**src/hw/rtl/cplm_pkg.sv**
```systemverilog
// Package: shared types and constants for the controller poll link manager.
package cplm_pkg;

    localparam int unsigned INTERVAL_W = 16;
    localparam int unsigned THRESH_W   = 4;
    localparam int unsigned CMD_W      = 24;
    localparam int unsigned IDENT_W    = 31;
    localparam int unsigned RX_W       = 32;
    localparam int unsigned BITS_W     = 6;
    localparam int unsigned COUNT_W    = 8;
    localparam int unsigned CFG_IDX_W  = 3;
    localparam int unsigned CFG_DATA_W = 31;
    localparam int unsigned IN_DATA_W  = 40;
    localparam int unsigned OUT_DATA_W = 48;

    localparam logic [CFG_IDX_W-1:0] REG_PROBE_INTERVAL  = 3'd0;
    localparam logic [CFG_IDX_W-1:0] REG_POLL_INTERVAL   = 3'd1;
    localparam logic [CFG_IDX_W-1:0] REG_RESP_TIMEOUT    = 3'd2;
    localparam logic [CFG_IDX_W-1:0] REG_TIMEOUTS_TO_DISC = 3'd3;
    localparam logic [CFG_IDX_W-1:0] REG_POLL_CMD        = 3'd4;
    localparam logic [CFG_IDX_W-1:0] REG_POLL_RUMBLE_CMD = 3'd5;
    localparam logic [CFG_IDX_W-1:0] REG_EXPECTED_ID     = 3'd6;

    localparam logic [INTERVAL_W-1:0] PROBE_INTERVAL_RST  = 16'd12000;
    localparam logic [INTERVAL_W-1:0] POLL_INTERVAL_RST   = 16'd1500;
    localparam logic [INTERVAL_W-1:0] RESP_TIMEOUT_RST    = 16'd1000;
    localparam logic [THRESH_W-1:0]   TIMEOUTS_TO_DISC_RST = 4'd2;
    localparam logic [CMD_W-1:0]      POLL_CMD_RST        = 24'h400300;
    localparam logic [CMD_W-1:0]      POLL_RUMBLE_CMD_RST = 24'h400301;
    localparam logic [IDENT_W-1:0]    EXPECTED_ID_RST     = 31'h90020;

    localparam logic [CMD_W-1:0]      PROBE_WORD = 24'h000000;
    localparam logic [BITS_W-1:0]     PROBE_BITS = 6'd8;
    localparam logic [BITS_W-1:0]     POLL_BITS  = 6'd24;
    localparam logic [INTERVAL_W-1:0] ELAPSED_MAX = '1;
    localparam logic [COUNT_W-1:0]    COUNT_MAX   = '1;

    // Item kinds carried on s_tuser
    localparam logic OP_TICK = 1'b0;
    localparam logic OP_WORD = 1'b1;

    typedef struct packed {
        logic [INTERVAL_W-1:0] probe_interval_us;
        logic [INTERVAL_W-1:0] poll_interval_us;
        logic [INTERVAL_W-1:0] response_timeout_us;
        logic [THRESH_W-1:0]   timeouts_to_disconnect;
        logic [CMD_W-1:0]      poll_command;
        logic [CMD_W-1:0]      poll_rumble_command;
        logic [IDENT_W-1:0]    expected_identity;
    } cplm_cfg_t;

    typedef struct packed {
        logic [COUNT_W-1:0] timeout_run;
        logic               awaiting_reply;
        logic               connected;
        logic               timed_out;
        logic [BITS_W-1:0]  send_bits;
        logic [CMD_W-1:0]   send_word;
        logic               send_valid;
    } cplm_result_t;

endpackage

```
**src/hw/rtl/cplm_cfg.sv**
```systemverilog
// Configuration register file for the poll link manager.
module cplm_cfg (
    input  logic                              clk,
    input  logic                              rst_n,
    input  logic                              cfg_we,
    input  logic [cplm_pkg::CFG_IDX_W-1:0]    cfg_index,
    input  logic [cplm_pkg::CFG_DATA_W-1:0]   cfg_data,
    output cplm_pkg::cplm_cfg_t               cfg
);
    import cplm_pkg::*;

    cplm_cfg_t cfg_reg;

    always_ff @(posedge clk or negedge rst_n)
    begin
        if (!rst_n)
        begin
            cfg_reg.probe_interval_us      <= PROBE_INTERVAL_RST;
            cfg_reg.poll_interval_us       <= POLL_INTERVAL_RST;
            cfg_reg.response_timeout_us    <= RESP_TIMEOUT_RST;
            cfg_reg.timeouts_to_disconnect <= TIMEOUTS_TO_DISC_RST;
            cfg_reg.poll_command           <= POLL_CMD_RST;
            cfg_reg.poll_rumble_command    <= POLL_RUMBLE_CMD_RST;
            cfg_reg.expected_identity      <= EXPECTED_ID_RST;
        end
        else if (cfg_we)
        begin
            case (cfg_index)
                REG_PROBE_INTERVAL:
                    cfg_reg.probe_interval_us <= cfg_data[INTERVAL_W-1:0];
                REG_POLL_INTERVAL:
                    cfg_reg.poll_interval_us <= cfg_data[INTERVAL_W-1:0];
                REG_RESP_TIMEOUT:
                    cfg_reg.response_timeout_us <= cfg_data[INTERVAL_W-1:0];
                REG_TIMEOUTS_TO_DISC:
                    cfg_reg.timeouts_to_disconnect <= cfg_data[THRESH_W-1:0];
                REG_POLL_CMD:
                    cfg_reg.poll_command <= cfg_data[CMD_W-1:0];
                REG_POLL_RUMBLE_CMD:
                    cfg_reg.poll_rumble_command <= cfg_data[CMD_W-1:0];
                REG_EXPECTED_ID:
                    cfg_reg.expected_identity <= cfg_data[IDENT_W-1:0];
                default:
                    ;
            endcase
        end
    end

    assign cfg = cfg_reg;

endmodule

```
**src/hw/rtl/cplm_step.sv**
```systemverilog
// Link state registers and the per-item next-state and result logic.
module cplm_step (
    input  logic                          clk,
    input  logic                          rst_n,
    input  logic                          step_en,
    input  logic                          op,
    input  logic [cplm_pkg::RX_W-1:0]     rx_word,
    input  logic                          rumble_on,
    input  cplm_pkg::cplm_cfg_t           cfg,
    output cplm_pkg::cplm_result_t        res
);
    import cplm_pkg::*;

    logic [INTERVAL_W-1:0] elapsed_reg, elapsed_next;
    logic                  link_up_reg, link_up_next;
    logic                  waiting_reg, waiting_next;
    logic [COUNT_W-1:0]    tmo_count_reg, tmo_count_next;

    logic [INTERVAL_W-1:0] elapsed_tick;
    logic [COUNT_W-1:0]    tmo_count_inc;

    always_comb
    begin
        elapsed_tick = elapsed_reg;
        if (op == OP_TICK && elapsed_reg != ELAPSED_MAX)
            elapsed_tick = elapsed_reg + 1'b1;

        tmo_count_inc = tmo_count_reg;
        if (tmo_count_reg != COUNT_MAX)
            tmo_count_inc = tmo_count_reg + 1'b1;

        elapsed_next   = elapsed_tick;
        link_up_next   = link_up_reg;
        waiting_next   = waiting_reg;
        tmo_count_next = tmo_count_reg;
        res            = '0;

        if (waiting_reg)
        begin
            if (elapsed_tick < cfg.response_timeout_us)
            begin
                // only a word with its end bit closes the wait
                if (op == OP_WORD && rx_word[0])
                begin
                    if (rx_word[RX_W-1:1] == cfg.expected_identity)
                    begin
                        link_up_next   = 1'b1;
                        tmo_count_next = '0;
                    end
                    waiting_next = 1'b0;
                end
            end
            else
            begin
                tmo_count_next = tmo_count_inc;
                waiting_next   = 1'b0;
                res.timed_out  = 1'b1;
                if (link_up_reg &&
                    tmo_count_inc >= {{(COUNT_W-THRESH_W){1'b0}}, cfg.timeouts_to_disconnect})
                    link_up_next = 1'b0;
            end
        end
        else
        begin
            if (!link_up_reg && elapsed_tick > cfg.probe_interval_us)
            begin
                res.send_valid = 1'b1;
                res.send_word  = PROBE_WORD;
                res.send_bits  = PROBE_BITS;
            end
            else if (link_up_reg && elapsed_tick > cfg.poll_interval_us)
            begin
                res.send_valid = 1'b1;
                res.send_word  = rumble_on ? cfg.poll_rumble_command : cfg.poll_command;
                res.send_bits  = POLL_BITS;
            end
            if (res.send_valid)
            begin
                waiting_next = 1'b1;
                elapsed_next = '0;
            end
        end

        res.connected      = link_up_next;
        res.awaiting_reply = waiting_next;
        res.timeout_run    = tmo_count_next;
    end

    always_ff @(posedge clk or negedge rst_n)
    begin
        if (!rst_n)
        begin
            elapsed_reg   <= '0;
            link_up_reg   <= 1'b0;
            waiting_reg   <= 1'b0;
            tmo_count_reg <= '0;
        end
        else if (step_en)
        begin
            elapsed_reg   <= elapsed_next;
            link_up_reg   <= link_up_next;
            waiting_reg   <= waiting_next;
            tmo_count_reg <= tmo_count_next;
        end
    end

    a_send_starts_wait: assert property (@(posedge clk) disable iff (!rst_n)
        step_en && res.send_valid |=> waiting_reg && elapsed_reg == '0)
        else $error("send did not start a reply wait");

    a_timeout_ends_wait: assert property (@(posedge clk) disable iff (!rst_n)
        step_en && res.timed_out |=> !waiting_reg)
        else $error("timeout left the wait open");

    a_no_send_while_waiting: assert property (@(posedge clk) disable iff (!rst_n)
        step_en && waiting_reg |-> !res.send_valid)
        else $error("command sent while a reply was awaited");

    a_timeout_only_when_waiting: assert property (@(posedge clk) disable iff (!rst_n)
        step_en && res.timed_out |-> waiting_reg && !res.send_valid)
        else $error("timeout flagged outside a reply wait");

endmodule

```
**src/hw/rtl/controller_poll_link_manager_unit.sv**
```systemverilog
// Top level: input register, link step logic and output register.
// An accepted item is held in the input register, and its result in the output register.
// Throughput: one item per cycle while m_tready is high; the link state update is a single
// compare-and-select pass between the input register and the output register.
// Reset (rst_n, async, active low) clears link state and both stages and loads the
// default configuration; no clearing pass, items are taken right after reset.
module controller_poll_link_manager_unit (
    input  logic                              clk,
    input  logic                              rst_n,
    input  logic                              s_tvalid,
    output logic                              s_tready,
    input  logic [cplm_pkg::IN_DATA_W-1:0]    s_tdata,   // rx_word[31:0], rumble_on[32], zero pad
    input  logic                              s_tuser,   // op
    output logic                              m_tvalid,
    input  logic                              m_tready,
    output logic [cplm_pkg::OUT_DATA_W-1:0]   m_tdata,   // send_valid, send_word[24], send_bits[6],
                                                         // timed_out, connected, awaiting_reply,
                                                         // timeout_run[8], zero pad
    input  logic                              cfg_we,
    input  logic [cplm_pkg::CFG_IDX_W-1:0]    cfg_index,
    input  logic [cplm_pkg::CFG_DATA_W-1:0]   cfg_data
);
    import cplm_pkg::*;

    localparam int unsigned RES_W = $bits(cplm_result_t);

    cplm_cfg_t    cfg;
    cplm_result_t res;
    cplm_result_t out_reg;

    logic            in_valid_reg;
    logic            in_op_reg;
    logic [RX_W-1:0] in_word_reg;
    logic            in_rumble_reg;
    logic            out_valid_reg;

    logic advance;
    logic step_en;
    logic in_take;

    assign advance  = !out_valid_reg || m_tready;
    assign step_en  = in_valid_reg && advance;
    assign s_tready = !in_valid_reg || advance;
    assign in_take  = s_tvalid && s_tready;

    cplm_cfg u_cfg (
        .clk       (clk),
        .rst_n     (rst_n),
        .cfg_we    (cfg_we),
        .cfg_index (cfg_index),
        .cfg_data  (cfg_data),
        .cfg       (cfg)
    );

    cplm_step u_step (
        .clk       (clk),
        .rst_n     (rst_n),
        .step_en   (step_en),
        .op        (in_op_reg),
        .rx_word   (in_word_reg),
        .rumble_on (in_rumble_reg),
        .cfg       (cfg),
        .res       (res)
    );

    always_ff @(posedge clk or negedge rst_n)
    begin
        if (!rst_n)
        begin
            in_valid_reg  <= 1'b0;
            out_valid_reg <= 1'b0;
        end
        else
        begin
            if (in_take)
                in_valid_reg <= 1'b1;
            else if (step_en)
                in_valid_reg <= 1'b0;

            if (step_en)
                out_valid_reg <= 1'b1;
            else if (m_tready)
                out_valid_reg <= 1'b0;
        end
    end

    always_ff @(posedge clk)
    begin
        if (in_take)
        begin
            in_op_reg     <= s_tuser;
            in_word_reg   <= s_tdata[RX_W-1:0];
            in_rumble_reg <= s_tdata[RX_W];
        end
        if (step_en)
            out_reg <= res;
    end

    assign m_tvalid = out_valid_reg;
    assign m_tdata  = {{(OUT_DATA_W-RES_W){1'b0}}, out_reg};

endmodule
```
**config.mk**
```make
export PLATFORM = sky130hd
export DESIGN_NAME = controller_poll_link_manager_unit
export DESIGN_NICKNAME = d
export VERILOG_FILES = /design/src/hw/rtl/cplm_pkg.sv /design/src/hw/rtl/cplm_cfg.sv /design/src/hw/rtl/cplm_step.sv /design/src/hw/rtl/controller_poll_link_manager_unit.sv
export SDC_FILE = /design/constraint.sdc
export NUM_CORES = 1
export LEC_CHECK = 0
export BUFFER_PORTS_ARGS = -buffer_cell sky130_fd_sc_hd__buf_2
export CORE_ASPECT_RATIO = 0.75
export CORE_MARGIN = 1.5
export CORE_UTILIZATION = 45
export CTS_CLUSTER_DIAMETER = 50
export CTS_CLUSTER_SIZE = 10
export DETAILED_ROUTE_END_ITERATION = 8
export GPL_ROUTABILITY_DRIVEN = 0
export HOLD_SLACK_MARGIN = 0.06
export SYNTH_ARGS = -nofsm -noshare
export SYNTH_HDL_FRONTEND = slang
export SYNTH_SLANG_ARGS = --single-unit
```
**constraint.sdc**
```tcl
create_clock -name clk -period 7.07 [get_ports clk]
set_input_delay 0 -clock clk [delete_from_list [all_inputs] [get_ports clk]]
set_output_delay 0 -clock clk [all_outputs]
set_load 0.02 [all_outputs]
```
==> run metrics, run 1 <==
Final Non-Filler Cells 1479; Mapped Cells 936; power density cells 314 nW/µm²; Fin Setup TNS 0 ns; mux share of post-synthesis cell area 11.4%; CTS tree done; fillcell total 2069; Max Cap Viol 0; Slew HR 32.2%; Pleak 5.98 nW; CP dominant cell by count a21o_1; largest area contributor in the synthesized netlist dfrtp_1; worst hold slack 0.105 ns; DR DRC count 0; first-pass GRT wire length 43.1 mm; CTS H-tree lvls 1; post-layout min period 5.08 ns; Nets 1258; crit path kind register to register; global route overflow 0; drt total wl 26.6 mm; IO Port Bufs 112; Distinct cells, synth 65; max FFs per register 131; Seq cells post-synth 230; ys async rst share 69.1%; largest net degree at the start of global routing 85; Post-synth EDFFs 71; storage element area 6150 µm²; WL/cell 18.0 µm; Die Wd 185 µm; ANT cells 0; cell family with most CP delay compound AO/OA/AOI/OAI gates; worst stage delay on the critical path 0.95 ns; first-pass detailed-route iteration total 6; Worst Skew 0.0218 ns; Fmax 197 MHz; register area share after synthesis 55.0%; Post-Synth XOR/XNOR Area 3.45%; remaining antenna violation count 0; clock slew at reported path FFs 0.06 ns; crit path max fanout 8; yosys warns 0; DP Worst Slack 2.01 ns; compound-gate portion of the synthesized area 9.29%; Final Max Tran Viols 0; vias per cell 5.30; Setup crit end kind register; Final setup viols 0; Die Y 140 µm; dpl cell area 12100 µm²; # IOs 130; area grow syn2layout 22.5%; count leader, synth dfrtp_1; Adder-Cell Fraction of Synth Area 5.93%; slowest library cell on the worst path a2111oi_2; via count 7841; Buf/Inv on CP 0; row cnt 49; mapped cell area 11200 µm²; Die ar. 25800 µm²; Post-synth top cells 128 x dfrtp_1, 89 x mux2_2, 75 x nand2_1; layout cells sized above 1 26.0%; Placed Cells 1352; cells taking the most area after synthesis dfrtp_1 29%, edfxtp_1 19%, mux2_2 9.0%; VDD IR max 242 µV; Detail Placement HPWL 17.4 mm; final hold violations 0; clk root buf clkbuf_16; Worst Max-Slew Pin Slew 1.01 ns; largest family of logic cells by synthesized area multiplexers; crit share post-route 71.8%; Core Util, Final 56.7%; vias in the first global route 7728; critical path data required time 7.36 ns; 1st-iter DRT viols 535; Global Route Usage Sum 21.4%; Sink Count 230; Main synth FF type dfrtp_1; status completed; hold crit path type input pin to asynchronous set/reset pin; initial antenna violation count 0; top-area cell type share of the netlist area 28.6%; Initial Util 46.3%; multi-input logic area 4640 µm²; number of buffers created by CTS 29; RSZ-0062 raised after global routing no; core area 24200 µm²; Simple-Gate Fraction of Synth Area 10.9%; crit path cell chain ha_1, nand4_1, or4_4, and4_2, and4_1, xor2_1, ha_1, a21o_1, a21o_1, a21o_1, a2111oi_2, a21oi_2, a22o_1; Syn Area/Cell 11.9 µm²; clk_lat worst skew 0.54 ns; clock buffer depth 3; Worst Path Arrival 5.37 ns; final setup margin 1.99 ns; total power 4.31 mW; Design Area, Final 13700 µm²; Critical Path Start Type register
final cells by class:
| class | count | share of cell area [%] |
|---|---|---|
| clock inverter | 5 | 0.466 |
| inverter | 60 | 1.64 |
| tap | 331 | 3.02 |
| multi-input combinational | 607 | 33.8 |
| sequential | 230 | 44.9 |
| timing repair buffer | 197 | 10.1 |
| clock buffer | 49 | 6.00 |
where the power goes:
group / leakage (nW) / total [mW] / internal [mW] / switching [mW]
Sequential: 2.57 / 1.82 / 1.67 / 0.156
Combinational: 2.99 / 1.11 / 0.475 / 0.636
Clock: 0.420 / 1.38 / 0.826 / 0.549
Total: 5.98 / 4.31 / 2.97 / 1.34
kinds of logic after synthesis:
family          Yosys count
compound gates          146
flops                   230
buf+inv                 108
other cells               1
mux                     116
fa+ha+maj                53
simple gates            238
xor+xnor                 44
worst paths after layout:
check / startpoint / to / slack (ns) / depth (start not counted)
setup / recovery: u_step.elapsed_reg[1]$_DFFE_PN0P_ / m_tdata[36]$_DFFE_PP_ / 1.99 / 13
hold / removal: rst_n / u_cfg.cfg[41]$_DFFE_PN0P_ / 0.10 / 2
setup reg to reg: u_step.elapsed_reg[1]$_DFFE_PN0P_ / m_tdata[36]$_DFFE_PP_ / 1.99 / 13
hold reg to reg: u_cfg.cfg[56]$_DFFE_PN0P_ / u_cfg.cfg[56]$_DFFE_PN0P_ / 0.50 / 1
max in group asynchronous: rst_n / u_cfg.cfg[20]$_DFFE_PN0P_ / 5.46 / 3
min in group clk: s_tdata[22] / in_word_reg[22]$_DFFE_PP_ / 0.17 / 2
layer usage:
| metal | up-vias | part of all wire, % | GRT usage (%) |
|---|---|---|---|
| li1 | 3753 | - | - |
| met1 | 3867 | 51 | 33.1 |
| met2 | 186 | 43 | 32.1 |
| met3 | 35 | 4.3 | 2.70 |
| met4 | 0 | 1.9 | 4.84 |
| met5 | - | 0 | 0 |
cells in the final DEF, fill, tap and decap left out, drive strengths merged, types with 10 or more instances in the layout:
cell and instances:
xnor2 31, o21ai 52, xor2 13, ha 53, mux2i 27, a21oi 23
inv 63, dfstp 31, nor2 43, dlygate4sd3 73, buf 124, clkbuf 49
nor3 11, nand2 75, mux2 89, a22o 14, edfxtp 71, dfrtp 128
nand3 19, nand4 33, conb 10
timing repair:
action / in CTS / in global routing
hold buffers: 73 / 0
resized for setup: 0 / 0
hold endpoints to repair: 250 / 0
setup buffers: 0 / 0
endpoints found under the setup margin: 0 / 0
(Power assumes the default switching activity.)
==> inputs of run 2 (changes only) <==
ABC_AREA = 1   (was unset)
clock period = 5.1 ns   (was 7.07 ns; I/O delays follow)
==> run 2 against run 1 <==
  * Area after synthesis decreased by 1.9%
  * Clock power increased by 33%
  * Final area decreased by 2.0%
  * Maximum frequency increased by 22%
  * First-iteration DRC count decreased by 3.7%
  * Largest cell class unchanged
  * Largest power group unchanged
  * Highest routed layer unchanged
==> run metrics, run 2 <==
Fin Setup TNS 0 ns (unchanged); Die ar. 25300 µm² (was 25800 µm²); Critical Path Start Type register (unchanged); Final Non-Filler Cells 1673 (was 1479); reg2reg start u_step.elapsed_reg[0]$_DFFE_PN0P_ (was u_step.elapsed_reg[1]$_DFFE_PN0P_); Simple-Gate Fraction of Synth Area 15.9% (was 10.9%); CTS H-tree lvls 1 (unchanged); remaining antenna violation count 0 (unchanged); Pleak 6.42 nW (was 5.98 nW); DR DRC count 0 (unchanged); largest area contributor in the synthesized netlist dfrtp_1 (unchanged); Seq cells post-synth 230 (unchanged); cells taking the most area after synthesis dfrtp_1 29%, edfxtp_1 19%, nand2_1 8.9% (was dfrtp_1 29%, edfxtp_1 19%, mux2_2 9.0%); first-pass GRT wire length 41.7 mm (was 43.1 mm); clock buffer depth 3 (unchanged); Worst Skew 0.0297 ns (was 0.0218 ns); clock slew at reported path FFs 0.06 ns (about the same); IO Port Bufs 112 (unchanged); compound-gate portion of the synthesized area 9.13% (was 9.29%); Slew HR 30.3% (was 32.2%); vias per cell 4.84 (was 5.30); clk_lat worst skew 0.54 ns (about the same); WL/cell 15.0 µm (was 18.0 µm); Worst Max-Slew Pin Slew 1.04 ns (was 1.01 ns); R2R cell count 24 (was 13); Main synth FF type dfrtp_1 (unchanged); Adder-Cell Fraction of Synth Area 6.05% (was 5.93%); # IOs 130 (unchanged); VDD IR max 284 µV (was 242 µV); mapped cell area 11000 µm² (was 11200 µm²); Placed Cells 1545 (was 1352); count leader, synth nand2_1 (was dfrtp_1); vias in the first global route 8110 (was 7728); largest net degree at the start of global routing 74 (was 85); Die Y 138 µm (was 140 µm); layout cells sized above 1 17.2% (was 26.0%); power density cells 452 nW/µm² (was 314 nW/µm²); commonest non-fill, non-tap cell in the layout nand2_1 (was dfrtp_1); Fmax 240 MHz (was 197 MHz); CTS tree done (unchanged); hold crit path type input pin to asynchronous set/reset pin (unchanged); drt total wl 25.1 mm (was 26.6 mm); Global Route Usage Sum 20.6% (was 21.4%); largest family of logic cells by synthesized area simple AND/OR/NAND/NOR gates (was multiplexers); crit path max fanout 12 (was 8); Post-Synth XOR/XNOR Area 2.95% (was 3.45%); most frequent cells in the layout 259 x nand2_1, 142 x o21ai_0, 140 x inv_1 (was 128 x dfrtp_1, 111 x buf_2, 89 x mux2_2); Mapped Cells 1132 (was 936); initial antenna violation count 1 (was 0); global route overflow 0 (unchanged); Post-synth EDFFs 71 (unchanged); Sink Count 230 (unchanged); via count 8091 (was 7841); row cnt 49 (unchanged); Final setup viols 0 (unchanged); status completed (unchanged); top-area cell type share of the netlist area 29.2% (was 28.6%); Design Area, Final 13400 µm² (was 13700 µm²); # Post-CTS Setup Buffers 0 (unchanged); yosys warns 0 (unchanged); Post-synth top cells 260 x nand2_1, 142 x o21ai_0, 141 x inv_1 (was 128 x dfrtp_1, 89 x mux2_2, 75 x nand2_1); Final Max Tran Viols 0 (unchanged); max FFs per register 131 (unchanged); reg2reg setup slack 0.94 ns (was 1.99 ns); crit path kind register to register (unchanged); Worst Path Arrival 4.61 ns (was 5.37 ns); Max Cap Viol 0 (unchanged); Detail Placement HPWL 16.8 mm (was 17.4 mm); post-layout min period 4.16 ns (was 5.08 ns); FF-to-FF End u_step.elapsed_reg[2]$_DFFE_PN0P_ (was m_tdata[36]$_DFFE_PP_); area grow syn2layout 22.4% (was 22.5%); Syn Area/Cell 9.69 µm² (was 11.9 µm²); 1st-iter DRT viols 515 (was 535); mux share of post-synthesis cell area 2.91% (was 11.4%); Distinct cells, synth 48 (was 65); dpl cell area 11800 µm² (was 12100 µm²); first-pass detailed-route iteration total 5 (was 6); number of buffers created by CTS 28 (was 29); critical path data required time 5.55 ns (was 7.36 ns); core area 24000 µm² (was 24200 µm²); Setup crit end kind register (unchanged); register area share after synthesis 56.1% (was 55.0%); Initial Util 45.8% (was 46.3%); final hold violations 0 (unchanged); ys async rst share 69.1% (unchanged); Nets 1452 (was 1258); clk root buf clkbuf_16 (unchanged); crit share post-route 81.5% (was 71.8%); Die Wd 183 µm (was 185 µm); Core Util, Final 56.0% (was 56.7%); RSZ-0062 raised after global routing no (unchanged)
## run 2: cell families (layout without fill, tap and decap cells)
kind of cell,count (synthesis),count (layout)
other cells,1,11
mux,31,31
simple gates,403,403
xor+xnor,37,37
fa+ha+maj,53,53
buf+inv,190,390
compound gates,187,187
flops,230,230
## run 2: power by group
group / leakage (nW) / switching, mW / internal (mW)
Combinational: 3.38 / 1.01 / 0.648
Clock: 0.399 / 0.740 / 1.09
Sequential: 2.65 / 0.249 / 2.32
## run 2: final cells by class
class | count | area, µm²
clock inverter | 5 | 66.3
clock buffer | 47 | 782
sequential | 230 | 6150
antenna | 1 | 2.50
timing repair buffer | 195 | 1380
multi-input combinational | 721 | 4100
tap | 331 | 414
inverter | 143 | 537
fill | 2116 | 10500
## run 2: worst max-delay path, stage by stage (launching register included)
cell and delay (ns):
dfrtp_1 0.41, ha_1 0.24, nand2_1 0.07, nor2_1 0.04, nand2_2 0.09, o21ai_4 0.08
inv_2 0.08, nand2_1 0.08, nor2_2 0.15, nand3_1 0.16, nor3_2 0.26, nand2_1 0.08
nor2_1 0.13, nand2_1 0.08, xor2_1 0.32, ha_1 0.33, nand4_1 0.10, o21ai_0 0.10
nor3_1 0.29, nand2_1 0.11, nand4_2 0.09, nand2_1 0.12, inv_1 0.09, nand2_1 0.27
o21ai_0 0.29
## run 2: repair_timing
action / CTS / global route
hold buffers: 75 / 0
hold endpoints to repair: 238 / 0
resized for setup: 0 / 0
## run 2: per-layer routing
layer | track usage [%] | part of all wire [%] | vias up
met5 | 0 | 0 | -
met4 | 4.31 | 1.7 | 0
met3 | 2.69 | 3.6 | 30
met2 | 33.1 | 45 | 152
met1 | 29.9 | 50 | 3839
li1 | - | - | 4070
## run 2: stage by stage
| step | setup WS, ns | hold WS (ns) | total power [mW] |
|---|---|---|---|
| floorplan | 1.75 | -0.296 | 3.75 |
| global placement | 1.10 | 0.0800 | 4.16 |
| detailed placement | 0.991 | 0.0722 | 4.21 |
| CTS | 0.971 | 0.0665 | 6.12 |
| global route | 0.462 | 0.115 | 6.48 |
| finish | 0.942 | 0.0470 | 6.06 |
## run 2: how the worst max path moves through the flow
stage                                      start  depth (start not counted)                                 end  slack (ns)
2_1_floorplan  u_step.elapsed_reg[0]$_DFFE_PN0P_                         25  u_step.elapsed_reg[11]$_DFFE_PN0P_        1.75
3_3_place_gp   u_step.elapsed_reg[0]$_DFFE_PN0P_                         24   u_step.elapsed_reg[2]$_DFFE_PN0P_        1.10
3_5_place_dp   u_step.elapsed_reg[0]$_DFFE_PN0P_                         24   u_step.elapsed_reg[2]$_DFFE_PN0P_        0.99
4_1_cts        u_step.elapsed_reg[0]$_DFFE_PN0P_                         24  u_step.elapsed_reg[12]$_DFFE_PN0P_        0.97
5_1_grt        u_step.elapsed_reg[0]$_DFFE_PN0P_                         26   u_step.elapsed_reg[8]$_DFFE_PN0P_        0.46
6_report       u_step.elapsed_reg[0]$_DFFE_PN0P_                         24   u_step.elapsed_reg[2]$_DFFE_PN0P_        0.94
==> inputs of run 3 (changes only) <==
clock period = 4.2 ns   (was 5.1 ns; I/O delays follow)
==> run 3 against run 2 <==
  * Sequential cell count did not move
  * Sequential power rose by 21%
  * Combinational power rose by 23%
  * Final area rose by 0.26%
  * Clock skew fell by 0.0039 ns
  * Total power rose by 20%
  * First-iteration DRC count fell by 17%
  * Largest power group unchanged
==> run metrics, run 3 (same netlist as run 2, synthesis figures left out) <==
worst stage delay on the critical path 0.41 ns (about the same); Die ar. 25300 µm² (unchanged); Nets 1456 (was 1452); clock network fraction of total power 29.2% (was 30.2%); status completed (unchanged); ANT cells 0 (was 1); first-pass GRT wire length 41.6 mm (was 41.7 mm); cell family with most CP delay simple AND/OR/NAND/NOR gates (unchanged); Sw Share 33.1% (was 33.0%); row cnt 49 (unchanged); CTS H-tree lvls 1 (unchanged); number of buffers created by CTS 27 (was 28); Worst Path Arrival 4.25 ns (was 4.61 ns); Fin Setup TNS 0 ns (unchanged); Stages on worst setup path 25 (was 24); Die Y 138 µm (unchanged); layout cells sized above 1 17.9% (was 17.2%); reg2reg setup slack 0.39 ns (was 0.94 ns); power density cells 542 nW/µm² (was 452 nW/µm²); Final setup viols 0 (unchanged); largest net degree at the start of global routing 104 (was 74); clock buffer depth 3 (unchanged); R2R cell count 25 (was 24); dpl cell area 11800 µm² (about the same); Setup crit end kind register (unchanged); Die Wd 183 µm (unchanged); Buf/Inv on CP 4 (was 2); final hold violations 0 (unchanged); Fmax 262 MHz (was 240 MHz); slowest library cell on the worst path dfrtp_1 (unchanged); WL/cell 15.0 µm (about the same); DR DRC count 0 (unchanged); Max Cap Viol 0 (unchanged); clk_lat worst skew 0.53 ns (was 0.54 ns); sequential power share 42.7% (was 42.4%); Worst Max-Slew Pin Slew 1.05 ns (was 1.04 ns); Pleak 6.45 nW (was 6.42 nW); first-pass detailed-route iteration total 5 (unchanged); Comb power frac 28.1% (was 27.4%); crit path kind register to register (unchanged); remaining antenna violation count 0 (unchanged); crit path max fanout 12 (unchanged); most frequent cells in the layout 256 x nand2_1, 140 x inv_1, 139 x o21ai_0 (was 259 x nand2_1, 142 x o21ai_0, 140 x inv_1); NetSw 2.41 mW (was 2.00 mW); post-layout min period 3.81 ns (was 4.16 ns); crit share post-route 90.7% (was 81.5%); Worst Skew 0.0258 ns (was 0.0297 ns); CP dominant cell by count nand2_1 (unchanged); clock slew at reported path FFs 0.06 ns (about the same); Detail Placement HPWL 16.8 mm (about the same); Core Util, Final 56.1% (was 56.0%); Final Max Tran Viols 0 (unchanged); VDD IR max 295 µV (was 284 µV); max FFs per register 131 (unchanged); Initial Util 45.8% (unchanged); 1st-iter DRT viols 426 (was 515); fillcell total 2157 (was 2116); via count 8154 (was 8091); Global Route Usage Sum 20.5% (was 20.6%); area grow syn2layout 22.7% (was 22.4%); IO Port Bufs 112 (unchanged); # IOs 130 (unchanged); core area 24000 µm² (unchanged); Power Internal 4.89 mW (was 4.06 mW); Slew HR 29.9% (was 30.3%); critical path data required time 4.64 ns (was 5.55 ns); Critical Path Start Type register (unchanged); Sink Count 230 (unchanged); vias in the first global route 8189 (was 8110); global route overflow 0 (unchanged); commonest non-fill, non-tap cell in the layout nand2_1 (unchanged); initial antenna violation count 0 (was 1); clk root buf clkbuf_16 (unchanged); total power 7.30 mW (was 6.06 mW); drt total wl 25.1 mm (about the same); Design Area, Final 13500 µm² (was 13400 µm²); hold crit path type input pin to asynchronous set/reset pin (unchanged); CTS tree done (unchanged); vias per cell 4.87 (was 4.84)
## run 3: cell types whose count changed in the layout (fill, tap and decap cells not counted), moves of 2 or more
cell and delta:
o21ai_0 -3, clkinvlp_4 -2, nor3_1 -2, o21ai_1 +3, nand2_1 -3, buf_4 +4, nand2_2 +2
## run 3: repair_timing
| item | CTS | global route |
|---|---|---|
| hold buffers | 75 | 0 |
| hold endpoints to repair | 244 | 0 |
| setup endpoints to repair | 0 | 62 |
| setup buffers | 0 | 3 |
| resized for setup | 0 | 14 |
## run 3: area by class of cell
| type | count | area [µm²] | share of cell area, % |
|---|---|---|---|
| flip-flops and latches | 230 | 6150 | 45.7 |
| well taps | 331 | 414 | 3.08 |
| clock inverters | 4 | 48.8 | 0.363 |
| inverters | 143 | 537 | 3.99 |
| multi-input cells | 721 | 4140 | 30.8 |
| repair buffers | 200 | 1420 | 10.5 |
| clock buffers | 46 | 747 | 5.55 |
## run 3: per-layer routing
layer	global-route usage, %	routed length (µm)	part of all wire, %
met5	0	0	0
met4	4.62	493	2.0
met3	2.74	889	3.5
met2	32.5	11200	45
met1	30.1	12500	50
## run 3: worst paths after layout
check / from / to
max: u_step.elapsed_reg[0]$_DFFE_PN0P_ / u_step.elapsed_reg[14]$_DFFE_PN0P_
min: rst_n / u_cfg.cfg[18]$_DFFE_PN0P_
max reg2reg: u_step.elapsed_reg[0]$_DFFE_PN0P_ / u_step.elapsed_reg[14]$_DFFE_PN0P_
min reg2reg: u_cfg.cfg[60]$_DFFE_PN0P_ / u_cfg.cfg[60]$_DFFE_PN0P_
max in group asynchronous: rst_n / u_cfg.cfg[92]$_DFFE_PN1P_
min in group clk: s_tdata[19] / in_word_reg[19]$_DFFE_PP_
## run 3: power groups by stage
stage	Sequential [mW]	Combinational [mW]	Clock (mW)
floorplan	3.15	1.40	0
detailed placement	3.15	1.97	0
global placement	3.14	1.93	0
global route	3.17	2.35	2.26
CTS	3.12	2.04	2.18
finish	3.11	2.05	2.13
## run 3: stage by stage
| stage | setup WS [ns] | std cells | hold slack [ns] |
|---|---|---|---|
| after global placement | 0.313 | 1547 | 0.177 |
| after detailed placement | 0.124 | 1547 | 0.178 |
| after floorplan | 0.848 | 1141 | -0.296 |
| final | 0.390 | 1675 | 0.160 |
| after CTS | 0.0793 | 1672 | 0.153 |
| after global routing | -0.0305 | 1675 | 0.168 |
